--- src/hdl/llwrm_pkg.sv ---
// ----------------------------------------------------------------------------
// llwrm_pkg
// Shared constants, types and small tables for the log line window meter.
// ----------------------------------------------------------------------------
package llwrm_pkg;

  localparam int unsigned WINDOW_DEPTH = 1024;
  localparam int unsigned PTR_W        = $clog2(WINDOW_DEPTH);
  localparam int unsigned CNT_W        = $clog2(WINDOW_DEPTH + 1);
  localparam int unsigned TIME_CHARS   = 20;
  localparam int unsigned TIDX_W       = $clog2(TIME_CHARS + 1);
  localparam int unsigned SEC_W        = 38;
  localparam int unsigned STATUS_W     = 10;
  localparam int unsigned WIN_W        = 28;
  localparam int unsigned TOTAL_W      = 32;
  localparam int unsigned CALC_CYCLES  = 8;
  localparam int unsigned CALC_CNT_W   = $clog2(CALC_CYCLES);

  localparam logic [7:0] CH_LBRACK = 8'h5B;
  localparam logic [7:0] CH_RBRACK = 8'h5D;
  localparam logic [7:0] CH_QUOTE  = 8'h22;
  localparam logic [7:0] CH_LF     = 8'h0A;
  localparam logic [7:0] CH_NUL    = 8'h00;
  localparam logic [7:0] CH_ZERO   = 8'h30;
  localparam logic [7:0] CH_NINE   = 8'h39;

  localparam logic [2:0] PH_IDLE  = 3'd0;
  localparam logic [2:0] PH_SKIP  = 3'd1;
  localparam logic [2:0] PH_DIG0  = 3'd2;
  localparam logic [2:0] PH_DIG2  = 3'd4;

  typedef enum logic [2:0] {
    ST_IDLE,
    ST_CALC,
    ST_PUSH,
    ST_POP_RD,
    ST_POP_CHK,
    ST_EMIT
  } state_t;

  typedef struct packed {
    logic take;
    logic push;
    logic pop;
    logic load_out;
  } dp_cmd_t;

  typedef struct packed {
    logic finish;
    logic pop_more;
  } dp_stat_t;

  function automatic logic [3:0] digit_of(input logic [7:0] b);
    logic [7:0] d;
    d = b - CH_ZERO;
    return (b >= CH_ZERO && b <= CH_NINE) ? d[3:0] : 4'd0;
  endfunction

  function automatic logic [23:0] month_code(input logic [3:0] k);
    case (k)
      4'd0:    return 24'h4A616E;
      4'd1:    return 24'h466562;
      4'd2:    return 24'h4D6172;
      4'd3:    return 24'h417072;
      4'd4:    return 24'h4D6179;
      4'd5:    return 24'h4A756E;
      4'd6:    return 24'h4A756C;
      4'd7:    return 24'h417567;
      4'd8:    return 24'h536570;
      4'd9:    return 24'h4F6374;
      4'd10:   return 24'h4E6F76;
      4'd11:   return 24'h446563;
      default: return 24'h000000;
    endcase
  endfunction

  // days from March 1 to the first of the shifted month
  function automatic logic [8:0] doy_of(input logic [3:0] mm);
    case (mm)
      4'd0:    return 9'd0;
      4'd1:    return 9'd31;
      4'd2:    return 9'd61;
      4'd3:    return 9'd92;
      4'd4:    return 9'd122;
      4'd5:    return 9'd153;
      4'd6:    return 9'd184;
      4'd7:    return 9'd214;
      4'd8:    return 9'd245;
      4'd9:    return 9'd275;
      4'd10:   return 9'd306;
      4'd11:   return 9'd337;
      default: return 9'd0;
    endcase
  endfunction

endpackage

--- src/hdl/llwrm_ctrl.sv ---
// ----------------------------------------------------------------------------
// llwrm_ctrl
// Sequencer: byte intake, timestamp settle, push, pop loop and result hold.
// ----------------------------------------------------------------------------
module llwrm_ctrl (
  input  logic               clk,
  input  logic               rst,
  input  logic               in_valid,
  output logic               in_stall,
  output logic               out_valid,
  input  logic               out_stall,
  input  llwrm_pkg::dp_stat_t stat,
  output llwrm_pkg::dp_cmd_t  cmd
);
  import llwrm_pkg::*;

  state_t                state, state_next;
  logic [CALC_CNT_W-1:0] calc_cnt, calc_cnt_next;
  logic                  out_valid_next;

  always_ff @(posedge clk) begin
    if (rst) begin
      state     <= ST_IDLE;
      calc_cnt  <= '0;
      out_valid <= 1'b0;
    end else begin
      state     <= state_next;
      calc_cnt  <= calc_cnt_next;
      out_valid <= out_valid_next;
    end
  end

  always_comb begin
    state_next    = state;
    calc_cnt_next = calc_cnt;
    case (state)
      ST_IDLE: begin
        calc_cnt_next = '0;
        if (in_valid && stat.finish) state_next = ST_CALC;
      end
      ST_CALC: begin
        calc_cnt_next = calc_cnt + 1'b1;
        if (calc_cnt == CALC_CNT_W'(CALC_CYCLES - 1)) state_next = ST_PUSH;
      end
      ST_PUSH:    state_next = ST_POP_RD;
      ST_POP_RD:  state_next = ST_POP_CHK;
      ST_POP_CHK: state_next = stat.pop_more ? ST_POP_RD : ST_EMIT;
      ST_EMIT: begin
        if (!out_valid || !out_stall) state_next = ST_IDLE;
      end
      default:    state_next = ST_IDLE;
    endcase
  end

  always_comb begin
    cmd          = '0;
    in_stall     = (state != ST_IDLE);
    cmd.take     = in_valid && (state == ST_IDLE);
    cmd.push     = (state == ST_PUSH);
    cmd.pop      = (state == ST_POP_CHK) && stat.pop_more;
    cmd.load_out = (state == ST_EMIT) && (!out_valid || !out_stall);
    out_valid_next = cmd.load_out || (out_valid && out_stall);
  end

endmodule

--- config.mk ---
export PLATFORM = sky130hd
export DESIGN_NAME = llwrm_ctrl
export DESIGN_NICKNAME = d
export VERILOG_FILES = /design/src/hdl/llwrm_pkg.sv /design/src/hdl/llwrm_ctrl.sv
export SDC_FILE = /design/constraint.sdc
export NUM_CORES = 1
export LEC_CHECK = 0
export BUFFER_PORTS_ARGS = -buffer_cell sky130_fd_sc_hd__buf_2
export CAP_MARGIN = 20
export CORE_AREA = 2 2 39 41
export DETAILED_ROUTE_END_ITERATION = 10
export DIE_AREA = 0 0 41 43
export SYNTH_ARGS = -nofsm -noshare
export SYNTH_HDL_FRONTEND = slang
export SYNTH_SLANG_ARGS = --single-unit
--- constraint.sdc ---
create_clock -name clk -period 2.1 [get_ports clk]
set_clock_uncertainty 0.1 [all_clocks]
set_input_delay 0.42 -clock clk [delete_from_list [all_inputs] [get_ports clk]]
set_output_delay 0.42 -clock clk [all_outputs]
set_load 0.005 [all_outputs]
**Word-level counts from Yosys, hierarchy flattened**

Cells that the tools add are included.

- Flip-flop bits (word level): 7
- Bits in latches: 0
- RAM bits: 0
- ROM bits: 0
- Input port bits: 6
- Output and inout bits: 6
- Memories kept: 0

- Add/sub/neg operators: 1
- $mul: 0
- Divide/modulo/power cells: 0
- Order comparisons: 0
- Equality and inequality tests: 9
- Shift operators: 0
- Mux-type cells: 6
- Bitwise logic cells: 0
- Reductions and logical operators: 13

Operator list:

| kind | count |
|---|---|
| $pmux 3 s6 | 1 |
| $mux 3 | 4 |
| $eq 3x3->1 const B | 3 |
| $eq 3x2->1 const B | 2 |
| $ne 2x2->1 const B | 3 |
| $pmux 3 s2 | 1 |
| $logic_and 1x1->1 | 5 |
| $add 3x1->3 const B | 1 |
| $eq 3x1->1 const B | 1 |
| $logic_not 3->1 | 1 |
| $reduce_and 3->1 | 1 |
| $reduce_bool 3->1 | 1 |
| $logic_not 1->1 | 2 |
| $logic_or 1x1->1 | 2 |
| $reduce_bool 2->1 | 1 |

**Logic depth before layout (Yosys ltp)**

- Depth after elaboration: 4
- Gate-level depth with buffers: 5
- Mapped depth without buffers: 5

**Worst setup path before layout**

OpenSTA, ideal clock, no wires.

- Path type: register to output
- From: register state[1]
- To: output cmd[3] (netlist bit)
- Data arrival time: 1.012 ns
- Required time: 1.580 ns
- Slack: 0.568 ns
- Stages on the path, launching flop included: 4
- Cells stage by stage: dfxtp_1 > buf_4 > or3_1 > nor2_1

RTL lines:

| item | line | RTL |
|---|---|---|
| start: declaration | llwrm_ctrl.sv:17 | `state_t state, state_next;` |
| start signal: assignment | llwrm_ctrl.sv:27 | `state <= state_next;` |
| end: declaration | llwrm_ctrl.sv:13 | `output llwrm_pkg::dp_cmd_t cmd` |

==> impl_results.md <==
- Via count: 412
- Crit path max-delay family: flip-flops
- Buffers on Ports: 11
- Cell area after synthesis: approximately 420 um^2
- Max cap viols: 0
- Min Tclk post-route: 1.94 ns
- Reg2reg end: state[2]$_SDFFE_PP0P_
- Worst hold path depth: 2
- Least-Margin Pin Slew: 0.513 ns
- CP peak stage delay: 0.57 ns
- Status: completed
- RSZ-0062 raised after global routing: no
- Gate Count Post-Synth: 49
- CTS Buffer Depth: 2
- R2R Setup Slk: 0.53 ns
- # H-tree levels: 1
- TNS Setup: 0 ns
- Met3 Usage GRT: 4.71%
- Cell Rows: 14
- PD cells: 719 nW/um^2
- WP buf/inv: 1
- Critical Path RT: roughly 1.6 ns
- Boundary pin count: 12
- GRT Overall Usage: 10.9%
- GR peak layer: met2
- Ratio of cells with drive above 1 in the final layout: 29.5%
- Post-CTS setup buffer count: 0
- Crit Path Class: reg -> out
- Syn avg cell area: 8.58 um^2
- Die Span X: between 40 and 50 um
- Wire per inst: about 11 um
- Clock Sinks: 7
- Number of DRC markers in iteration 0: 22
- Initial antenna violation count: 0
- CORE AREA: 1380 um^2
- Final setup violation count: 0
- Die area: 1760 um^2
- Vias in the first global route: 311
- NumNets Final: 70
- Synth-to-layout area growth: 19.3%
- GRT Residual Overflow: 0
- CTS tree: yes
- First-pass GRT wire length: 1190 um
- Antenna-violating nets left: 0
- GRT met2 Usage: 15.9%
- WHS Endpoint: state[2]$_SDFFE_PP0P_
- Diode count: 0
- Worst setup path start: state[0]$_SDFFE_PP0P_
- Largest net degree at the start of global routing: 17
- Pre-antenna DRT Iters: 4
- TritonCTS buffer count: 3
- Post-Route WL: 837 um
- HPWL after DPL: 562 um
- YS warnings: 0
- CP Max Fanout: 12
- Cts repair resizes: 0
- Max transition margin: 65.8%
- Max-slew violations: 0
- Gpl congestion: 0.747
- Reg2Reg Depth: 3
- Initial Util: just over 30%
- Post-layout util: 36.3%
- Max Clock Freq: 516 MHz
- #FFs+latches synth: 7
- Worst-skew pair later-pin latency: 0.27 ns
- CTS root buffer: clkbuf_4
- Reg2reg start: state[2]$_SDFFE_PP0P_
- Seq/Total Area, Yosys: between 30% and 40%
- Arr. time, crit path: 1.42 ns
- Met1 Use GR: about a tenth
- Critical Path Start Type: flip-flop
- Via density per instance: 5.35
- Final Hold Viols: 0
- Crit path capture type: output port
- Critical-path cell list: nor2b_1, nand2_1, a21oi_1, buf_2
- # DRC: 0
- Total power: roughly 0.00036 W
- Clock-pin slew on the worst setup and hold paths: approximately 0.060 ns
- Post-Syn Nets: 57
- Slowest CP cell: dfxtp_1
- CTS Hold Bufs: 0
- Hold Crit Start: rst
- Period utilization: 92.2%
- Die height: 43 um
- Leakage: 0.225 nW
- Post-synthesis cell type count: 24
- Worst vdd ir: about 0.24 mV
- Path category of the worst min-delay check: in -> reg
-- layout make-up --
type / instances / area, um^2
Clock buffer: 4 / 26.3
Multi-Input combinational cell: 37 / 253
Inverter: 2 / 7.51
Tap cell: 16 / 20.0
Sequential cell: 7 / 140
Fill cell: 157 / 882
Timing Repair Buffer: 11 / 55.1
-- power by group --
group / internal (W) / leakage (nW) / switching, W / total (W)
registers: 0.000141 / 0.0568 / 0.0000207 / 0.000162
logic: 0.0000362 / 0.153 / 0.0000325 / 0.0000687
clock network: 0.0000730 / 0.0150 / 0.0000575 / 0.000131
total: 0.000250 / 0.225 / 0.000111 / 0.000361
-- registers in the layout (all words and copies together) (netlist names) --
register / count
state: 3
calc_cnt: 3
out_valid: 1
-- cell families (layout without fill, tap and decap cells) --
family          after synthesis  in the layout  synth area share [%]
simple gates                 18             18                  26.2
compound gates               17             17                  28.0
flops                         7              7                  33.3
buf+inv                       5             17                  6.55
fa+ha+maj                     2              2                  5.95
-- cells in the mapped netlist --
cell / n / area share, %
ha_1: 2 / 6.0
buf_4: 2 / 3.6
nand3_1: 2 / 2.4
and2_1: 1 / 1.5
a211oi_1: 1 / 1.8
dfxtp_1: 7 / 33
o21ai_1: 1 / 1.2
o211a_1: 1 / 2.4
a31oi_1: 1 / 1.5
o21ai_0: 3 / 3.6
or3_1: 1 / 1.5
nor3b_2: 1 / 3.0
buf_2: 1 / 1.2
a21oi_1: 7 / 8.3
nor4b_2: 1 / 3.6
and3_1: 1 / 1.5
nor2b_1: 1 / 1.5
inv_1: 2 / 1.8
nor2_1: 5 / 4.5
nand2b_1: 1 / 1.5
a2111oi_2: 2 / 7.1
nand3b_1: 2 / 3.6
a211o_1: 1 / 2.1
nand2_1: 2 / 1.8
-- how the worst max path moves through the flow --
stage | endpoint | slack, ns | depth (start not counted)
floorplan | cmd[3] | 0.57 | 3
global placement | cmd[0] | 0.47 | 4
detailed placement | cmd[0] | 0.44 | 4
CTS | cmd[0] | 0.16 | 4
global route | cmd[0] | 0.03 | 4
finish | cmd[0] | 0.16 | 4
-- worst reg2reg max path: cells and delay by family, from the launching register on --
kind | cells | cell delay (ns)
compound gates | 2 | 0.44
flops | 1 | 0.64
simple gates | 1 | 0.29
-- layout by cell type, fill, tap and decap left out, drive strengths merged, types with 4 or more instances in the layout --
master / synthesis / final
dfxtp: 7 / 7
nor2: 5 / 5
buf: 3 / 11
a21oi: 7 / 7
clkbuf: 0 / 4
o21ai: 4 / 4
-- layer usage --
layer	wire length [um]	share of wire (%)	up-vias
met4	24	2.9	0
met5	0	0	-
met1	354	42	192
met3	43	5.1	3
li1	-	-	204
met2	414	49	13
-- per-stage QoR --
stage	cells	area (um^2)	setup WS, ns	hold WS (ns)
after floorplan	49	420	0.568	0.347
after global placement	73	475	0.471	0.366
after detailed placement	73	475	0.443	0.380
after CTS	77	502	0.162	0.321
after global routing	77	502	0.0313	0.328
final	77	502	0.163	0.312
(Power assumes the default switching activity.)
